<file path="config.mk">
export PLATFORM = sky130hd
export DESIGN_NAME = drtfl_mult
export DESIGN_NICKNAME = d
export VERILOG_FILES = /design/src/rtl/drtfl_pkg.sv /design/src/rtl/drtfl_mult.sv
export SDC_FILE = /design/constraint.sdc
export NUM_CORES = 2
export LEC_CHECK = 0
export ABC_AREA = 1
export BUFFER_PORTS_ARGS = -buffer_cell sky130_fd_sc_hd__buf_2
export CORE_MARGIN = 2
export CORE_UTILIZATION = 55
export CTS_BUF_LIST = sky130_fd_sc_hd__clkbuf_8 sky130_fd_sc_hd__clkbuf_16
export CTS_CLUSTER_SIZE = 20
export DETAILED_ROUTE_END_ITERATION = 6
export PLACE_DENSITY = 0.74
export SYNTH_ARGS = -nofsm -noshare
export SYNTH_HDL_FRONTEND = slang
export SYNTH_SLANG_ARGS = --single-unit
</file>
<file path="constraint.sdc">
create_clock -name clk -period 8.3 [get_ports clk]
set_input_delay 2.075 -clock clk [delete_from_list [all_inputs] [get_ports clk]]
set_output_delay 2.075 -clock clk [all_outputs]
set_load 0.1 [all_outputs]
</file>
<file path="src/rtl/drtfl_pkg.sv">
`default_nettype none

package drtfl_pkg;

    localparam int YEAR_W   = 14;
    localparam int MD_W     = 7;
    localparam int KEY_W    = 23;
    localparam int RATE_W   = 48;
    localparam int HALF_W   = RATE_W / 2;
    localparam int AMT_W    = 32;
    localparam int PART_W   = AMT_W - 1 + HALF_W;
    localparam int PROD_W   = 58;
    localparam int STATUS_W = 3;

    localparam int YEAR_MAX          = 9999;
    localparam int MONTH_MIN         = 1;
    localparam int MONTH_MAX         = 12;
    localparam int DAY_MIN           = 1;
    localparam int DAYS_LONG         = 31;
    localparam int DAYS_SHORT        = 30;
    localparam int DAYS_FEB          = 28;
    localparam int DAYS_FEB_LEAP     = 29;
    localparam int AMOUNT_LIMIT_INT  = 1000;

    // Division by 100 through a reciprocal: q = (y * 5243) >> 19 is exact for
    // every 14-bit year, and the low 19 bits stay below 5243 only when y is a
    // multiple of 100.
    localparam int DIV100_MUL   = 5243;
    localparam int DIV100_SHIFT = 19;
    localparam int DIV100_W     = YEAR_W + 13;

    localparam logic [MD_W-1:0] MONTH_FEB = 7'd2;
    localparam logic [MD_W-1:0] MONTH_APR = 7'd4;
    localparam logic [MD_W-1:0] MONTH_JUN = 7'd6;
    localparam logic [MD_W-1:0] MONTH_SEP = 7'd9;
    localparam logic [MD_W-1:0] MONTH_NOV = 7'd11;

    localparam logic OP_LOAD  = 1'b0;
    localparam logic OP_QUERY = 1'b1;

    typedef enum logic [STATUS_W-1:0] {
        ST_CONVERTED = 3'd0,
        ST_STORED    = 3'd1,
        ST_BAD_DATE  = 3'd2,
        ST_NEGATIVE  = 3'd3,
        ST_TOO_LARGE = 3'd4,
        ST_NO_RATE   = 3'd5,
        ST_DUPLICATE = 3'd6,
        ST_FULL      = 3'd7
    } status_t;

    typedef struct packed {
        logic [KEY_W-1:0]  key;
        logic [RATE_W-1:0] rate;
        logic              insert;
        logic              lookup;
    } cell_ctl_t;

endpackage

`default_nettype wire

</file>
<file path="src/rtl/drtfl_mult.sv">
`default_nettype none

module drtfl_mult
    import drtfl_pkg::*;
#(
    parameter int FRACTION_BITS = 16
)
(
    input  logic              clk,
    input  logic              load,
    input  logic [AMT_W-2:0]  amount,
    input  logic [RATE_W-1:0] rate,
    output logic [PROD_W-1:0] product
);

    localparam int SUM_W = PART_W + HALF_W;

    logic [PART_W-1:0] hi_reg, hi_next;
    logic [PART_W-1:0] lo_reg, lo_next;
    logic [SUM_W-1:0]  upper;
    logic [SUM_W-1:0]  lower;
    logic [SUM_W-1:0]  sum;

    always_comb
    begin
        hi_next = hi_reg;
        lo_next = lo_reg;
        if (load)
        begin
            hi_next = PART_W'(amount) * PART_W'(rate[RATE_W-1:HALF_W]);
            lo_next = PART_W'(amount) * PART_W'(rate[HALF_W-1:0]);
        end
    end

    always_ff @(posedge clk)
    begin
        hi_reg <= hi_next;
        lo_reg <= lo_next;
    end

    assign upper   = SUM_W'(hi_reg) << (HALF_W - FRACTION_BITS);
    assign lower   = SUM_W'(lo_reg >> FRACTION_BITS);
    assign sum     = upper + lower;
    assign product = sum[PROD_W-1:0];

endmodule

`default_nettype wire

</file>
**Yosys cells after proc, flatten, opt, wreduce, memory -nomap -nowiden**

Cells that the tools add are included.

- Output and inout port bits: 58
- Register bits after elaboration: 105
- Word-level logic and storage cells: 5
- Input port bits: 81

- $add $sub $neg: 1
- $mul: 2

Operators by type and width:

| cell | count |
|---|---|
| $add 58x39->58 | 1 |
| $mul 31x24->55 | 1 |
| $mul 31x24->50 | 1 |

**Logic depth before layout (Yosys ltp)**

- Depth after elaboration: 1
- Gate-level depth with buffers: 30
- Depth with buffers taken out: 28

**Worst setup path before layout**

Ideal clock, no wire load.

- Path kind: input-to-reg
- Start: input port amount[13]
- End: register hi_reg[47] (data pin)
- Data arrival time: 7,677 ps
- Stages: 27
- Setup time: 253 ps
- Path slack: 370 ps
- Buffers on the path: 2
- Cells stage by stage: clkbuf_1 buf_1 nand2_1 fa_1 inv_1 fa_1 inv_1 fa_1 inv_1 fa_1 inv_1 fa_1 inv_1 fa_1 inv_1 fa_1 inv_1 ha_1 nand2_1 nor2_1 inv_1 nor2_1 inv_1 nor3_1 nand2_1 nand4_1 nand2_1

- Word-level cells in the longest chain between the ends: 1

Ends and longest elaborated chain:

| what | RTL line | text |
|---|---|---|
| from (decl) | drtfl_mult.sv:11 | `input logic [AMT_W-2:0] amount,` |
| $mul 31x24->50 | drtfl_mult.sv:30 | `hi_next = PART_W'(amount) * PART_W'(rate[RATE_W-1:HALF_W]);` |
| to (signal assigned) | drtfl_mult.sv:37 | `hi_reg <= hi_next;` |
| to (decl) | drtfl_mult.sv:18 | `logic [PART_W-1:0] hi_reg, hi_next;` |

No other way between the ends.
A chain may end at the register's enable or synchronous reset.

**Final worst setup path**

- Start: input port rate[9]
- End: register lo_reg[53] (data pin)

- Word-level cells in the longest chain between the ends: 1

Ends and longest elaborated chain:

| what | RTL line | text |
|---|---|---|
| from (decl) | drtfl_mult.sv:12 | `input logic [RATE_W-1:0] rate,` |
| $mul 31x24->55 | drtfl_mult.sv:31 | `lo_next = PART_W'(amount) * PART_W'(rate[HALF_W-1:0]);` |
| to (signal assigned) | drtfl_mult.sv:38 | `lo_reg <= lo_next;` |
| to (decl) | drtfl_mult.sv:19 | `logic [PART_W-1:0] lo_reg, lo_next;` |

No other way between the ends.

==> results.md <==
- The die covers 104000 sq um.
- The CTS tree is done.
- In this run the worst setup path terminates at lo_reg[53]$_DFFE_PP_.
- The number of hold buffers added after cts is 0.
- The number of synthesized register bits is 89.
- The cell seen most often among critical-path stages is fa_1.
- The critical path is of the in2reg type.
- The pin count of the biggest net entering global routing is 48.
- The post-layout net count is 9450.
- The number of warning messages in the yosys log is 0.
- In the routed layout, each cell is associated on average with a via count of 5.25.
- When the netlist entered floorplanning its net count stood at 9164.
- The final cell utilization of the core is 61.4%.
- After synthesis, flip-flops and latches occupy 4.80% of the total area.
- The H-tree was split into 3 levels.
- Timing would allow up to 124 MHz.
- The final critical-path setup slack is 0.231 ns.
- The first global-routing pass estimated 275000 microns of wire.
- The kind of start point of the critical path is an input pin.
- After synthesis, the mean cell area works out to 7.46 sq um.
- STA puts the critical path data arrival time at 8.20 ns.
- The horizontal extent of the die is 322 microns.
- Global routing finished with a remaining overflow of 0.
- The largest stage delay on the critical path is 0.53 ns.
- The min-delay analysis places its worst path in the category in2reg.
- The floorplan step defined a core boundary enclosing 100000 sq um.
- The standard-cell row count is 116.
- Along the worst hold path, the cell count comes to 1.
- The post-cts repair resize count is 0.
- In this run, the number of DRC markers left after iteration 0 of detailed routing was 3986.
- The congestion estimate from routability-driven global placement came to 1.02.
- The length of routed met3 wiring is 15900 microns.
- In the final layout, flip-flops and latches occupy 2670 sq um.
- The capturing element type of the critical path is a flip-flop.
- Setup violations remaining at the end of the flow were counted as 0.
- The slew at the pin closest to its max-slew limit is 0.745 ns.
- The worst setup path startpoint is rate[9].
- The first TritonRoute pass finished after 6 iterations.
- The slowest stage of the critical path is the fa_1 cell.
- The count of nets left with antenna violations once routing finished came out at 0.
- The area of the multi-input gates is 42800 sq um.
- The initial antenna violation count is 1.
- The final routed wire length divided by cell count is 18.7 microns.
- The number of buffers inserted during clock tree synthesis is 9.
- The flow ran to the end, and the final reports show no timing, DRC or antenna violations.
- After detailed routing, no signal wire sits above met4.
- Cells with a size suffix above 1 make up 8.49% of the layout.
- Compared with the post-synthesis result, the final layout area differs by 10.4%.
- The worst path in the final design needs a cycle of 8.07 ns, including I/O delays and setup.
- The worst pin sits at a relative slew slack of 50.4%.
- The final count of hold timing violations is 0.
- The number of global-route vias before repair came to 50510.
- Summed over all nets, the half-perimeter wirelength after detailed placement is 148000 microns.
- Counting distinct cell types in the post-synthesis netlist gives 42.
- The number of max-slew violations in the final report is 0.
- After detailed routing, the number of remaining DRC violations is 0.
- After filler insertion, the fill cell instance count of the layout stands at 9010.
- The wire length on met2 is 77900 microns.
- The aggregate global-route resource usage is 34.4%.
- The post-synthesis cell count is 7461.
- Across the run, the number of max-cap violations was 0.
- The clock sink total is 89.
- The number of port buffers is 138.
- The required time at the worst-slack endpoint is 8.43 ns.
- The number of setup buffers added after CTS is 0.
- The register with the most flip-flops in the layout has 50 of them.
- The clock root buffer is clkbuf_16.
- Once the floorplan was initialized, standard cells occupied 55.6% of the core.
- After detailed routing, the wire length on met1 is 69200 microns.
- Setup repair after global routing left no endpoint under its margin.
- From bottom edge to top edge, the die measures 322 microns.
- The worst slack at placement is -0.240 ns.
- The via count is 47500.
- The final layout contains routed wiring with a total length of 170000 microns.
- The number of top-level pins is 139.
- The cell area that synthesis handed to floorplanning was 55700 sq um.
- The number of buffers between clock root and the deepest sink is 2.
- In this run the worst path has a maximum fanout of 14.
- Of the available clock period, the critical path in the final layout requires 97.2%.
- The clock-pin slew reported for the worst setup and hold paths after clock tree synthesis is 0.08 ns.
==> metrics by stage <==
| step | hold slack, ns | cells | area, sq um | TNS (ns) |
|---|---|---|---|---|
| 2_1_floorplan | 2.19 | 7461 | 55700 | 0 |
| 3_3_place_gp | 2.64 | 9034 | 61100 | -2.86 |
| 3_5_place_dp | 2.63 | 9034 | 61100 | -3.34 |
| 4_1_cts | 2.23 | 9050 | 61400 | 0 |
| 5_1_grt | 2.26 | 9051 | 61500 | 0 |
| 6_report | 2.24 | 9052 | 61500 | 0 |
==> cell usage in the layout, fill, tap and decap left out, types with 3 or more instances in the layout <==
cell and count:
a31oi_1 4, a21o_1 13, o21bai_1 27, buf_12 77
nor3_2 7, xnor2_1 24, nor4_1 3, o21a_1 4
nor2_2 21, nand3_1 129, fa_1 1264, buf_4 368
nor3_1 28, nand3_2 7, edfxtp_1 89, o21ai_1 7
nor2_1 279, or2_1 4, inv_2 6, nand4_1 41
a21boi_0 5, a21oi_1 188, o21ai_0 99, buf_2 124
clkbuf_16 9, nand2_1 2053, ha_1 358, xor2_1 66
nand3b_1 9, inv_1 2395, nand2_2 11, clkbuf_4 13
==> area by class of cell <==
cell class | count | share of cell area [%]
multi-input combinational | 4664 | 69.6
inverter | 2401 | 14.7
timing repair buffer | 582 | 8.17
sequential | 89 | 4.35
tap | 1298 | 2.64
clock buffer | 9 | 0.366
clock inverter | 7 | 0.161
antenna | 2 | 0.00814
==> worst min path at each step <==
| stage | from | end | slack, ns |
|---|---|---|---|
| 6_report | load | hi_reg[8]$_DFFE_PP_ | 2.24 |
| 5_1_grt | load | hi_reg[8]$_DFFE_PP_ | 2.26 |
| 4_1_cts | load | hi_reg[11]$_DFFE_PP_ | 2.23 |
| 3_5_place_dp | load | hi_reg[10]$_DFFE_PP_ | 2.63 |
| 3_3_place_gp | load | hi_reg[35]$_DFFE_PP_ | 2.64 |
| 2_1_floorplan | load | hi_reg[0]$_DFFE_PP_ | 2.19 |
==> critical path, delay by kind of cell <==
kind,cells,cell delay (ns)
simple gates,10,1.46
buf+inv,9,0.96
fa+ha+maj,8,3.69
==> cell families (layout without fill, tap and decap cells) <==
kind of cell,count (synthesis),after routing,synth area share [%]
simple gates,2600,2600,18.5
xor+xnor,90,90,1.42
other cells,0,2,0
fa+ha+maj,1622,1622,53.5
compound gates,352,352,3.43
flops,89,89,4.80
buf+inv,2708,2999,18.3
==> synth_stat cells (all sizes together) <==
cell,n,share of area (%)
o21bai,27,0.36
edfxtp,89,4.8
a21boi,5,0.067
xor2,66,1.0
inv,2401,16
fa,1264,45
nand3b,9,0.12
nor4,5,0.067
or2,5,0.056
o21a,4,0.054
ha,358,8.0
o211ai,2,0.036
a31oi,4,0.045
nand3,136,1.3
nand4,41,0.46
nor2,301,2.1
o21ai,107,0.97
a21oi,189,1.7
xnor2,24,0.38
buf,81,0.61
clkbuf,226,1.5
nand2b,2,0.022
and3,1,0.011
and2b,1,0.016
nand2,2064,14
nor3,35,0.38
a22oi,1,0.013
a21o,13,0.18
==> per-layer routing <==
| layer | vias to the layer above | GRT usage (%) |
|---|---|---|
| li1 | 21406 | - |
| met1 | 23471 | 47.7 |
| met2 | 2256 | 55.3 |
| met3 | 367 | 5.12 |
| met4 | 0 | 12.1 |
| met5 | - | 0 |
Power is not shown: default switching activity piles up to over one toggle a cycle in this logic, so the estimate is an artifact.
