`src/rtl/drtfl_pkg.sv`:
```
`default_nettype none

package drtfl_pkg;

    localparam int YEAR_W   = 14;
    localparam int MD_W     = 7;
    localparam int KEY_W    = 23;
    localparam int RATE_W   = 48;
    localparam int HALF_W   = RATE_W / 2;
    localparam int AMT_W    = 32;
    localparam int PART_W   = AMT_W - 1 + HALF_W;
    localparam int PROD_W   = 58;
    localparam int STATUS_W = 3;

    localparam int YEAR_MAX          = 9999;
    localparam int MONTH_MIN         = 1;
    localparam int MONTH_MAX         = 12;
    localparam int DAY_MIN           = 1;
    localparam int DAYS_LONG         = 31;
    localparam int DAYS_SHORT        = 30;
    localparam int DAYS_FEB          = 28;
    localparam int DAYS_FEB_LEAP     = 29;
    localparam int AMOUNT_LIMIT_INT  = 1000;

    // Division by 100 through a reciprocal: q = (y * 5243) >> 19 is exact for
    // every 14-bit year, and the low 19 bits stay below 5243 only when y is a
    // multiple of 100.
    localparam int DIV100_MUL   = 5243;
    localparam int DIV100_SHIFT = 19;
    localparam int DIV100_W     = YEAR_W + 13;

    localparam logic [MD_W-1:0] MONTH_FEB = 7'd2;
    localparam logic [MD_W-1:0] MONTH_APR = 7'd4;
    localparam logic [MD_W-1:0] MONTH_JUN = 7'd6;
    localparam logic [MD_W-1:0] MONTH_SEP = 7'd9;
    localparam logic [MD_W-1:0] MONTH_NOV = 7'd11;

    localparam logic OP_LOAD  = 1'b0;
    localparam logic OP_QUERY = 1'b1;

    typedef enum logic [STATUS_W-1:0] {
        ST_CONVERTED = 3'd0,
        ST_STORED    = 3'd1,
        ST_BAD_DATE  = 3'd2,
        ST_NEGATIVE  = 3'd3,
        ST_TOO_LARGE = 3'd4,
        ST_NO_RATE   = 3'd5,
        ST_DUPLICATE = 3'd6,
        ST_FULL      = 3'd7
    } status_t;

    typedef struct packed {
        logic [KEY_W-1:0]  key;
        logic [RATE_W-1:0] rate;
        logic              insert;
        logic              lookup;
    } cell_ctl_t;

endpackage

`default_nettype wire

```
`src/rtl/drtfl_cell.sv`:
```
`default_nettype none

module drtfl_cell
    import drtfl_pkg::*;
(
    input  logic              clk,
    input  logic              valid,
    input  cell_ctl_t         ctl,
    input  logic              prev_lt,
    input  logic [KEY_W-1:0]  prev_key,
    input  logic [RATE_W-1:0] prev_rate,
    input  logic              next_le,
    output logic [KEY_W-1:0]  key,
    output logic [RATE_W-1:0] rate,
    output logic              lt,
    output logic              le,
    output logic              eq,
    output logic [RATE_W-1:0] sel_rate
);

    logic [KEY_W-1:0]  key_reg, key_next;
    logic [RATE_W-1:0] rate_reg, rate_next;
    logic [RATE_W-1:0] sel_rate_reg, sel_rate_next;

    assign lt = valid && (key_reg < ctl.key);
    assign le = valid && (key_reg <= ctl.key);
    assign eq = valid && (key_reg == ctl.key);

    // The keys are sorted, so the cells below the probe form a prefix of the row.
    always_comb
    begin
        key_next      = key_reg;
        rate_next     = rate_reg;
        sel_rate_next = sel_rate_reg;
        if (ctl.insert)
        begin
            if (prev_lt && !lt)
            begin
                key_next  = ctl.key;
                rate_next = ctl.rate;
            end
            else if (!prev_lt)
            begin
                key_next  = prev_key;
                rate_next = prev_rate;
            end
        end
        if (ctl.lookup)
        begin
            sel_rate_next = (le && !next_le) ? rate_reg : '0;
        end
    end

    always_ff @(posedge clk)
    begin
        key_reg      <= key_next;
        rate_reg     <= rate_next;
        sel_rate_reg <= sel_rate_next;
    end

    assign key      = key_reg;
    assign rate     = rate_reg;
    assign sel_rate = sel_rate_reg;

endmodule

`default_nettype wire

```
`config.mk`:
```
export PLATFORM = sky130hd
export DESIGN_NAME = drtfl_cell
export DESIGN_NICKNAME = d
export VERILOG_FILES = /design/src/rtl/drtfl_pkg.sv /design/src/rtl/drtfl_cell.sv
export SDC_FILE = /design/constraint.sdc
export NUM_CORES = 1
export LEC_CHECK = 0
export BUFFER_PORTS_ARGS = -buffer_cell sky130_fd_sc_hd__buf_2
export CAP_MARGIN = 0
export CORE_MARGIN = 8
export CORE_UTILIZATION = 51
export CTS_BUF_LIST = sky130_fd_sc_hd__clkbuf_16
export DETAILED_ROUTE_END_ITERATION = 8
export PLACE_DENSITY = 0.9
export RECOVER_POWER = 100
export SYNTH_ARGS = -nofsm -noshare
export SYNTH_HDL_FRONTEND = slang
export SYNTH_SLANG_ARGS = --single-unit
```
`constraint.sdc`:
```
create_clock -name clk -period 23.2 [get_ports clk]
set_input_delay 4.64 -clock clk [delete_from_list [all_inputs] [get_ports clk]]
set_output_delay 4.64 -clock clk [all_outputs]
set_load 0.005 [all_outputs]
```
Word level (Yosys, flattened, before mapping)
Index checks and enable logic that the tools add are counted.

Equality and inequality tests: 2. Reduce and logical (&&, ||, !) cells: 8. Mux-type cells: 4. Order comparisons: 2.

Operators with widths (count): 48-bit 2-to-1 mux (2); 23-bit 2-to-1 mux (2); 23-bit == test (1); 23-bit less-or-equal comparator (1); 23-bit less-than comparator (1); 1-bit logical AND (5); 1-bit logical NOT (2); 2-bit by 1-bit != test with 1-bit output, second input constant (1); 2-bit AND reduction (1).

Input port bits: 148. Word-level logic and storage cells: 19. Bits in registers: 119. Output and inout port bits: 122.

Depth between registers and ports, before layout
Gate-level depths: netlist of the first run.

Depth in word-level cells: 6. Gate-level depth with buffers: 9.

Worst setup path before layout of the first run
No wires, ideal clock.

Path type: in2reg. Start point: input port ctl[72] in the netlist's numbering. End point: register key_reg[0] (netlist: key[0]) (enable). Path slack: 11.469 ns. Buffers on the path: 1. Cell stages on the path: 9. Arrival time: 11.121 ns. Cells stage by stage: inv_1 -> ha_1 -> nand4_1 -> nor3_1 -> a22oi_1 -> nand4_1 -> buf_2 -> inv_1 -> a21boi_0.

Word-level cells in the longest chain between the ends: 6.

RTL lines: start, declared (RTL line drtfl_cell.sv:8) `input cell_ctl_t ctl,`; 23-bit less-than comparator (RTL line drtfl_cell.sv:25) `assign lt = valid && (key_reg < ctl.key);`; 1-bit logical AND (RTL line drtfl_cell.sv:25); named net lt (RTL line drtfl_cell.sv:15) `output logic lt,`; 1-bit logical NOT (RTL line drtfl_cell.sv:37) `if (prev_lt && !lt)`; 1-bit logical AND (RTL line drtfl_cell.sv:37); 2-bit by 1-bit != test with 1-bit output (no line); 2-bit AND reduction (no line); end signal, assigned (RTL line drtfl_cell.sv:56) `key_reg <= key_next;`; end, declared (RTL line drtfl_cell.sv:21) `logic [KEY_W-1:0] key_reg, key_next;`.

The timed path passes the listed nets, and every way through them passes these cells. A chain may end at the register's enable or synchronous reset.

Final worst setup path of the first run
Start point: input port ctl[72] in the netlist's numbering. End point: output port le.

Word-level cells in the longest chain between the ends: 2.

RTL lines: 23-bit less-or-equal comparator (RTL line drtfl_cell.sv:26) `assign le = valid && (key_reg <= ctl.key);`; 1-bit logical AND (RTL line drtfl_cell.sv:26); end, declared (RTL line drtfl_cell.sv:16) `output logic le,`.

No other way between the ends.

==> qor_table.md, run 1 <==
| Result | This run |
|---|---|
| Worst path buffer plus inverter count | 4 |
| Num CTS Buffers | 17 |
| Row count | 38 |
| Antenna violations before repair | 0 |
| Instance area after placement | 0.00710 mm2 |
| Synth area leader | edfxtp_1 |
| Timing-limited maximum frequency | 83.5 MHz |
| Hold violation total from the final report | 0 |
| Die ar. | 0.0149 mm2 |
| Worst setup path endpoint | le |
| Critical path origin | ctl[72] |
| Pin count of the biggest net entering global routing | 51 |
| Share of cells above drive strength 1 | 0.361 |
| Number of warnings printed during yosys synthesis | 0 |
| Count of input and output buffers | 269 |
| Buffer depth of the longest clock path | 2 |
| VDD IR max | 44.0 uV |
| Cell with the most instances after synthesis | edfxtp_1 |
| Half-perimeter wire length after placement | 12300 um |
| Arrival time of the worst setup path | 7.34 ns |
| Clock edge transition at the registers on the reported setup and hold paths | 0.05 ns |
| Share of synthesized area occupied by flip-flops and latches | 0.624 |
| Vias in the first global route | 4702 |
| Startpoint of the most critical register-to-register path | key[20] |
| Crit path capture type | primary output |
| Clk root buf | clkbuf_16 |
| Crit path launch type | input pin |
| Destination of the worst register-to-register timing path | rate[40] |
| FF-to-FF setup slack | 16.21 ns |
| Top area cells in the synthesized netlist | edfxtp_1 (62%), mux2_2 (12%), nand2b_1 (5.5%) |
| Synthesized instance count | 399 |
| Resized cells post-CTS | 0 |
| Dominant delay contributor by cell family on the critical path | simple AND/OR/NAND/NOR gates |
| Wire length of the first global-routing pass | 23700 um |
| H-Tree Depth | 4 |
| Clock skew after layout | 0.0104 ns |
| Result of the run | finished, violations left |
| Register bit count reported by yosys | 119 |
| Cell variety after synth | 23 |
| Gr ovfl total | 0 |
| Area of the placeable core | 0.0109 mm2 |
| Number of cells traversed by the worst register-to-register path | 8 |
| Post-synth ARST share | 0 |
| Io pins | 270 |
| Path type of the worst min-delay path | reg2reg |
| Count of TritonRoute iterations in the first routing pass | 4 |
| Weighted congestion reported at the end of routability-driven placement | 0.924 |
| Count of nets left with antenna violations after detail routing | 0 |
| Vertical extent of the die | 122 um |
| Die Width | 122 um |
| Number of hold-repair buffers added at the cts stage | 0 |
| CTS tree | yes |
| Yosys top cell area share | 0.624 |
| EDFF count, synth | 119 |
| # nets final | 838 |
| Ratio of final minimum period to clock period | 0.516 |
| Delay of the slowest cell on the worst path | 1.21 ns |
| Power Dens Cells | 79.4 mW/mm2 |
| Crit. path cell count | 9 |
| Count of final max-slew check failures | 248 |
| Critical-path top delay cell | or4_1 |
| Effective utilization at floorplan | 0.526 |
| Routed wire length | 15900 um |
| Antenna fix cells | 0 |
| Max-slew headroom at the worst pin | -1.57 |
| Type of the worst setup path | in2out |
| Setup repair after global routing missed its margin | no |
| Global-route usage over all layers | 0.205 |
| Wire length per cell | 19.5 um |
| Post-CTS Setup Inserts | 0 |
| Clock network latency to the later pin of the worst-skew pair | 0.40 ns |
| Fin area | 0.00750 mm2 |
| Largest fanout on the critical path | 50 |
| Slew of the pin with the lowest slew margin | 3.82 ns |
| Mean number of vias per cell | 5.22 |
| Synth-to-layout area growth | 31.0% |
| Via Count | 4278 |
| Post-synth top flop | edfxtp_1 |
| Area of the mapped netlist | 0.00572 mm2 |
| Post-Route Setup TNS | 0 ns |
| Detailed-route DRC error count | 0 |
| Violations in the final reports | max-capacitance violations, max-slew violations |
| Setup-failing EPs final | 0 |
| Max capacitance violation total | 6 |
| Crit path time final | 11.98 ns |
| Leakage power summed over all cells | 0.00308 uW |
| Critical path required time | 18.56 ns |
| Cells along the critical path | clkbuf_1, inv_1, ha_1, nand4_1, nor3_1, inv_1, or4_1, nand2_1, clkbuf_1 |
| Initial DRC count | 275 |
| Clock sink total | 119 |
| Cell types with the highest counts after synthesis | edfxtp_1 (119), mux2_2 (61), a21oi_1 (59) |
| Number of nets produced by synthesis | 570 |
| Mean cell area of the mapped netlist | 14.3 um2 |
[worst min-delay path: cells and delay by family, from the launching register on]
family / cells / cell delay [ns]
AO/OA/AOI/OAI: 1 / 0.10
flip-flops: 1 / 0.34
AND/OR/NAND/NOR: 1 / 0.06
[cell type report]
class | count | area [um2]
well taps | 140 | 175
multi-input cells | 230 | 1850
clock inverters | 14 | 143
fillers | 863 | 3390
clock buffers | 17 | 425
repair buffers | 272 | 1230
inverters | 27 | 101
flip-flops and latches | 119 | 3570
[worst min path at each step]
| stage | start | to | slack [ns] | cells after the start |
|---|---|---|---|---|
| 2_1_floorplan | rate[0] | sel_rate[0] | 0.60 | 2 |
| 5_1_grt | rate[46] | sel_rate[46] | 0.66 | 2 |
| 3_3_place_gp | rate[46] | sel_rate[46] | 0.59 | 2 |
| 6_report | rate[20] | sel_rate[20] | 0.62 | 2 |
| 4_1_cts | rate[24] | sel_rate[24] | 0.61 | 2 |
| 3_5_place_dp | rate[24] | sel_rate[24] | 0.60 | 2 |
[layout by cell type, fill, tap and decap left out, drive strengths merged, types with 2 or more instances in the layout]
cell type  Yosys  final
clkbuf         9    123
edfxtp       119    119
ha            23     23
o21ai          5      5
nand4          7      7
bufinv         0      3
buf           14    166
nand2          5      5
nand2b        50     50
clkinv         0      9
a21o           2      2
a21oi         59     59
mux2          71     71
inv           27     29
[per-stage QoR]
stage | setup WS [ns] | power [uW] | std cells | hold slack, ns | utilization
floorplan | 11.47 | 311 | 399 | 0.603 | -
global placement | 11.58 | 346 | 788 | 0.585 | 0.652
detailed placement | 11.47 | 351 | 788 | 0.600 | 0.652
CTS | 11.44 | 602 | 819 | 0.612 | 0.704
global route | 11.04 | 618 | 819 | 0.655 | 0.689
finish | 11.22 | 596 | 819 | 0.621 | 0.689
[power breakdown]
group	total [uW]	switching, uW	leakage, uW	internal (uW)
combinational	77.0	40.6	0.00162	36.5
clock	251	86.3	0.000291	165
sequential	267	7.75	0.00117	259
total	596	135	0.00308	461
[kinds of logic (layout without fill, tap and decap cells)]
logic type	after synthesis	in the layout	share of synthesized area
simple gates	67	67	0.0708
flops	119	119	0.624
compound gates	69	69	0.0660
buf+inv	50	330	0.0490
fa+ha+maj	23	23	0.0503
mux	71	71	0.140
[metal layers]
layer,vias to the layer above,routed length (um),GRT usage
li1,2010,-,-
met1,2020,5650,0.211
met5,-,0,0
met4,0,587,0.114
met3,38,1380,0.0731
met2,210,8340,0.358
(Power assumes the default switching activity.)
==> inputs of run 2 (changes only) <==
ABC_AREA = 1   (was unset)
CORE_UTILIZATION = 47   (was 51)
PLACE_DENSITY = 0.83   (was 0.9)
clock period = 12.3 ns   (was 23.2 ns; I/O delays follow)
==> qor_table.md, run 2 <==
| Result | This run | Delta |
|---|---|---|
| Result of the run | finished, violations left | unchanged |
| Violations in the final reports | max-capacitance violations, max-slew violations | unchanged |
| Register bit count reported by yosys | 119 | unchanged |
| Clock sink total | 119 | unchanged |
| Antenna fix cells | 0 | unchanged |
| Buffer depth of the longest clock path | 2 | unchanged |
| Post-Route Setup TNS | 0 ns | unchanged |
| Synth-to-layout area growth | 30.5% | was 31.0% |
| Antenna violations before repair | 0 | unchanged |
| VDD IR max | 82.1 uV | was 44.0 uV |
| Vias in the first global route | 5018 | was 4702 |
| Slew of the pin with the lowest slew margin | 4.02 ns | was 3.82 ns |
| Power Dens Cells | 153 mW/mm2 | was 79.4 mW/mm2 |
| Count of input and output buffers | 269 | unchanged |
| Fin area | 0.00775 mm2 | was 0.00750 mm2 |
| CTS tree | yes | unchanged |
| Post-synth top flop | edfxtp_1 | unchanged |
| H-Tree Depth | 4 | unchanged |
| Clock edge transition at the registers on the reported setup and hold paths | 0.05 ns | about the same |
| Utilization of the core after routing | 0.622 | was 0.689 |
| Half-perimeter wire length after placement | 12100 um | was 12300 um |
| Share of synthesized area occupied by flip-flops and latches | 0.602 | was 0.624 |
| Instance area after placement | 0.00730 mm2 | was 0.00710 mm2 |
| Path type of the worst min-delay path | reg2reg | unchanged |
| Synthesized instance count | 583 | was 399 |
| Clock skew after layout | 0.0117 ns | was 0.0104 ns |
| Most frequent standard cell in the layout excluding fill and tap cells | nand2_1 | was buf_2 |
| Commonest cells after routing, fill and taps aside | nand2_1 (180), buf_2 (175), edfxtp_1 (119) | was buf_2 (164), edfxtp_1 (119), clkbuf_1 (106) |
| Io pins | 270 | unchanged |
| Mean cell area of the mapped netlist | 10.2 um2 | was 14.3 um2 |
| Top area cells in the synthesized netlist | edfxtp_1 (60%), nand2_1 (11%), nand3_1 (6.2%) | was edfxtp_1 (62%), mux2_2 (12%), nand2b_1 (5.5%) |
| Synth area leader | edfxtp_1 | unchanged |
| Cell types with the highest counts after synthesis | nand2_1 (178), edfxtp_1 (119), inv_1 (88) | was edfxtp_1 (119), mux2_2 (61), a21oi_1 (59) |
| Hold violation total from the final report | 0 | unchanged |
| Die ar. | 0.0165 mm2 | was 0.0149 mm2 |
| Wire length per cell | 16.0 um | was 19.5 um |
| Cell with the most instances after synthesis | nand2_1 | was edfxtp_1 |
| Type of the worst setup path | in2reg | was in2out |
| EDFF count, synth | 119 | unchanged |
| Resized cells post-CTS | 0 | unchanged |
| Clk root buf | clkbuf_16 | unchanged |
| Wire length of the first global-routing pass | 24900 um | was 23700 um |
| Number of warnings printed during yosys synthesis | 0 | unchanged |
| Cell variety after synth | 21 | was 23 |
| Gr ovfl total | 0 | unchanged |
| Post-synth ARST share | 0 | unchanged |
| Share of cells above drive strength 1 | 0.264 | was 0.361 |
| Area of the placeable core | 0.0125 mm2 | was 0.0109 mm2 |
| Critical path required time | 12.43 ns | was 18.56 ns |
| Detailed-route DRC error count | 0 | unchanged |
| Clock network latency to the later pin of the worst-skew pair | 0.41 ns | was 0.40 ns |
| Placed instance count | 999 | was 788 |
| Via Count | 4885 | was 4278 |
| Routed wire length | 16500 um | was 15900 um |
| Setup-failing EPs final | 0 | unchanged |
| Ratio of final minimum period to clock period | 0.696 |  |
| Count of TritonRoute iterations in the first routing pass | 5 | was 4 |
| Crit path capture type | flip-flop | was primary output |
| Pin count of the biggest net entering global routing | 72 | was 51 |
| Max capacitance violation total | 5 | was 6 |
| Num CTS Buffers | 17 | unchanged |
| Count of final max-slew check failures | 292 | was 248 |
| Final cell count without fillers | 1031 | was 819 |
| Mean number of vias per cell | 4.74 | was 5.22 |
| Vertical extent of the die | 128 um | was 122 um |
| Area of the mapped netlist | 0.00594 mm2 | was 0.00572 mm2 |
| Die Width | 128 um | was 122 um |
| Number of nets produced by synthesis | 754 | was 570 |
| Yosys top cell area share | 0.602 | was 0.624 |
| Post-CTS Setup Inserts | 0 | unchanged |
| Number of hold-repair buffers added at the cts stage | 0 | unchanged |
| Setup repair after global routing missed its margin | no | unchanged |
| Max-slew headroom at the worst pin | -1.68 | was -1.57 |
| Crit path launch type | input pin | unchanged |
| Timing-limited maximum frequency | 117 MHz |  |
| Crit path time final | 8.56 ns |  |
| # nets final | 1017 | was 838 |
| Effective utilization at floorplan | 0.476 | was 0.526 |
| Leakage power summed over all cells | 0.00377 uW | was 0.00308 uW |
| Weighted congestion reported at the end of routability-driven placement | 0.817 | was 0.924 |
| Count of nets left with antenna violations after detail routing | 0 | unchanged |
| Global-route usage over all layers | 0.197 | was 0.205 |
| Largest fanout on the critical path | 71 | was 50 |
| Arrival time of the worst setup path | 8.69 ns | was 7.34 ns |
| Initial DRC count | 313 | was 275 |
| Row count | 41 | was 38 |
| Number of inserted filler cells in the final layout | 1085 | was 863 |
==> run 2: cell count changes after synthesis, sizes merged, moves of 3 or more <==
cell | previous run | this run
clkbuf | 9 | 6
buf | 14 | 22
mux2 | 71 | 0
nand3 | 0 | 75
nor2 | 1 | 58
nand4 | 7 | 0
inv | 27 | 88
nand2b | 50 | 0
o21ai | 5 | 1
a21oi | 59 | 7
nand2 | 5 | 181
==> run 2: cell families after synthesis <==
kind of cell,count (synthesis),synth area share
buffers and inverters,116,0.0950
and+or+nand+nor,316,0.247
AOI/OAI and AO/OA,9,0.00801
DFF,119,0.602
adders and majority gates,23,0.0485
==> run 2: layer usage <==
metal / routed length (um) / up-vias / track usage / share of wire
li1: - / 2405 / - / -
met1: 6560 / 2252 / 0.213 / 0.40
met2: 8120 / 202 / 0.346 / 0.49
met3: 1500 / 26 / 0.0728 / 0.091
met4: 320 / 0 / 0.0727 / 0.019
met5: 0 / - / 0 / 0
==> run 2: metrics by stage <==
step	hold slack [ns]	setup slack, ns	power [uW]
5_1_grt	0.598	2.92	1230
3_5_place_dp	0.553	5.78	687
2_1_floorplan	0.570	6.38	608
4_1_cts	0.569	5.78	1200
6_report	0.574	3.74	1180
3_3_place_gp	0.553	5.87	682
==> run 2: report_power, final <==
| group | switching, uW | total [uW] | internal, uW | leakage (uW) |
|---|---|---|---|---|
| sequential | 16.5 | 509 | 493 | 0.00118 |
| combinational | 103 | 167 | 64.8 | 0.00230 |
| clock | 171 | 506 | 335 | 0.000295 |
| total | 290 | 1180 | 893 | 0.00377 |
==> run 2: final timing paths <==
check / startpoint / endpoint / slack [ns] / cells after the start
setup / recovery: ctl[72] / rate[6] / 3.74 / 13
hold / removal: rate[15] / sel_rate[15] / 0.57 / 2
setup reg to reg: key[22] / rate[6] / 5.55 / 11
hold reg to reg: rate[15] / sel_rate[15] / 0.57 / 2
==> run 2: critical path, stage by stage <==
cell      delay [ns]
clkbuf_1        0.12
inv_1           0.06
ha_1            0.30
nand2_1         0.07
nor2_1          0.14
inv_1           0.05
a21oi_1         0.11
nor2_1          0.07
nand3_1         0.78
clkbuf_1        1.60
nand2_1         2.24
nand2_1         0.54
nand2_1         0.12
==> run 2: cell type report <==
class	instances	area, um2	share of cell area
Clock inverter	15	184	0.0237
Multi-Input combinational cell	348	1780	0.229
Inverter	88	330	0.0426
Clock buffer	17	425	0.0549
Tap cell	172	215	0.0278
Sequential cell	119	3570	0.461
Timing Repair Buffer	272	1240	0.161
==> inputs of run 3 (changes only) <==
CORE_UTILIZATION = 43   (was 47)
PLACE_DENSITY = 0.8   (was 0.83)
clock period = 7 ns   (was 12.3 ns; I/O delays follow)
==> qor_table.md, run 3 (synthesized netlist as in run 2, its figures left out) <==
| Result | This run | Delta |
|---|---|---|
| Result of the run | finished, violations left | unchanged |
| Violations in the final reports | max-capacitance violations, max-slew violations | unchanged |
| Die ar. | 0.0178 mm2 | was 0.0165 mm2 |
| Count of final max-slew check failures | 144 | was 292 |
| Clock skew after layout | 0.00798 ns | was 0.0117 ns |
| FF-to-FF setup slack | 2.29 ns | was 5.55 ns |
| Via Count | 4970 | was 4885 |
| Row count | 43 | was 41 |
| Die Width | 134 um | was 128 um |
| Initial DRC count | 309 | was 313 |
| Antenna violations before repair | 0 | unchanged |
| Count of nets left with antenna violations after detail routing | 0 | unchanged |
| Max capacitance violation total | 3 | was 5 |
| Critical path required time | 7.02 ns | was 12.43 ns |
| Endpoint, Worst Hold | sel_rate[19] | was sel_rate[15] |
| Detailed-route DRC error count | 0 | unchanged |
| Ratio of final minimum period to clock period | 0.774 |  |
| Gr ovfl total | 0 | unchanged |
| Destination of the worst register-to-register timing path | sel_rate[14] | was rate[6] |
| Crit path capture type | flip-flop | unchanged |
| Number of cells traversed by the worst register-to-register path | 10 | was 11 |
| Crit path launch type | input pin | unchanged |
| Clock sink total | 119 | unchanged |
| Path type of the worst min-delay path | reg2reg | unchanged |
| Weighted congestion reported at the end of routability-driven placement | 0.850 | was 0.817 |
| Crit path time final | 5.42 ns |  |
| Count of input and output buffers | 269 | unchanged |
| Post-CTS Setup Inserts | 0 | unchanged |
| Largest fanout on the critical path | 48 | was 71 |
| CTS tree | yes | unchanged |
| VDD IR max | 126 uV | was 82.1 uV |
| Met3 WL post-DR | 1210 um | was 1500 um |
| Buffer depth of the longest clock path | 2 | unchanged |
| Vertical extent of the die | 134 um | was 128 um |
| Half-perimeter wire length after placement | 12600 um | was 12100 um |
| Resized cells post-CTS | 0 | unchanged |
| Pin count of the biggest net entering global routing | 72 | unchanged |
| Number of hold-repair buffers added at the cts stage | 0 | unchanged |
| Count of TritonRoute iterations in the first routing pass | 5 | unchanged |
| Global-route usage over all layers | 0.187 | was 0.197 |
| Max-slew headroom at the worst pin | -0.932 | was -1.68 |
| Share of cells above drive strength 1 | 0.254 | was 0.264 |
| Utilization of the core after routing | 0.570 | was 0.622 |
| Slew of the pin with the lowest slew margin | 2.89 ns | was 4.02 ns |
| Post-Route Setup TNS | 0 ns | unchanged |
| Antenna fix cells | 0 | unchanged |
| Setup repair after global routing missed its margin | no | unchanged |
| Routed wl met2 | 8560 um | was 8120 um |
| Effective utilization at floorplan | 0.435 | was 0.476 |
| Power Dens Cells | 273 mW/mm2 | was 153 mW/mm2 |
| Type of the worst setup path | in2reg | unchanged |
| # nets final | 1017 | unchanged |
| Synth-to-layout area growth | 31.1% | was 30.5% |
| Num CTS Buffers | 17 | unchanged |
| Wire length of the first global-routing pass | 26000 um | was 24900 um |
| Top Layer Used | met4 | unchanged |
| Clock network latency to the later pin of the worst-skew pair | 0.41 ns | about the same |
| Setup-failing EPs final | 0 | unchanged |
| Timing-limited maximum frequency | 185 MHz |  |
| Io pins | 270 | unchanged |
| Routed wire length | 17100 um | was 16500 um |
| Area of the placeable core | 0.0137 mm2 | was 0.0125 mm2 |
| Clk root buf | clkbuf_16 | unchanged |
| Vias in the first global route | 4929 | was 5018 |
| Hold violation total from the final report | 0 | unchanged |
| Routed metal-1 wirelength | 6620 um | was 6560 um |
| Clock edge transition at the registers on the reported setup and hold paths | 0.06 ns | was 0.05 ns |
| Leakage power summed over all cells | 0.00376 uW | was 0.00377 uW |
| Wire length per cell | 16.4 um | was 16.0 um |
| Commonest cells after routing, fill and taps aside | nand2_1 (179), buf_2 (163), edfxtp_1 (119) | was nand2_1 (180), buf_2 (175), edfxtp_1 (119) |
| Arrival time of the worst setup path | 5.44 ns | was 8.69 ns |
| Number of instances on the worst hold path | 2 | unchanged |
| H-Tree Depth | 4 | unchanged |
| Origin of the worst min-delay path | rate[19] | was rate[15] |
| Mean number of vias per cell | 4.78 | was 4.74 |
| Most frequent standard cell in the layout excluding fill and tap cells | nand2_1 | unchanged |
| Startpoint of the most critical register-to-register path | key[22] | unchanged |
-- run 3: cell types whose count changed in the layout (fill, tap and decap cells not counted), sizes merged --
| cell | delta |
|---|---|
| buf | -10 |
| clkbuf | +10 |
| clkinv | -4 |
| inv | +2 |
| bufinv | +1 |
| clkinvlp | +1 |
-- run 3: worst max-delay path by stage --
stage / start / to / slack, ns / cells after the start
finish: ctl[60] / sel_rate[14] / 1.58 / 12
detailed placement: ctl[56] / le / 2.47 / 11
global route: ctl[60] / sel_rate[14] / 1.18 / 12
CTS: ctl[56] / le / 2.46 / 11
global placement: ctl[68] / le / 2.53 / 9
floorplan: ctl[72] / key[0] / 2.69 / 13
-- run 3: critical path, cell delays in order --
cell and delay [ns]:
clkbuf_1 0.10, inv_1 0.06, ha_1 0.29, nand2_1 0.07, nor2_1 0.16, nand2_1 0.08
nor2_1 0.08, nand2_1 0.06, nand3_1 0.65, nand2_2 0.16, nand2_1 2.08, nor2_1 0.18
-- run 3: layer usage --
metal,vias to the layer above,track usage
li1,2402,-
met1,2288,0.206
met2,236,0.317
met3,44,0.0595
met4,0,0.0948
met5,-,0
-- run 3: per-stage QoR --
step	instance area (um2)	setup WS, ns	hold WS [ns]	total power [uW]	instances
floorplan	5940	2.69	0.570	1070	583
finish	7790	1.58	0.576	2130	1039
detailed placement	7300	2.47	0.558	1210	1007
global route	7790	1.18	0.601	2210	1039
global placement	7300	2.53	0.546	1200	1007
CTS	7940	2.46	0.568	2150	1039
-- run 3: power breakdown --
part           leakage [uW]  total, uW  switching, uW  internal, uW
Clock              0.000308        940            313           627
Combinational       0.00228        295            185           110
Sequential          0.00118        891           28.3           863
-- run 3: cell type report --
class / count / area (um2)
Clock inverter: 15 / 209
Clock buffer: 17 / 425
Multi-Input combinational cell: 348 / 1790
Sequential cell: 119 / 3570
Timing Repair Buffer: 272 / 1240
Fill cell: 1228 / 5880
Tap cell: 180 / 225
Inverter: 88 / 330
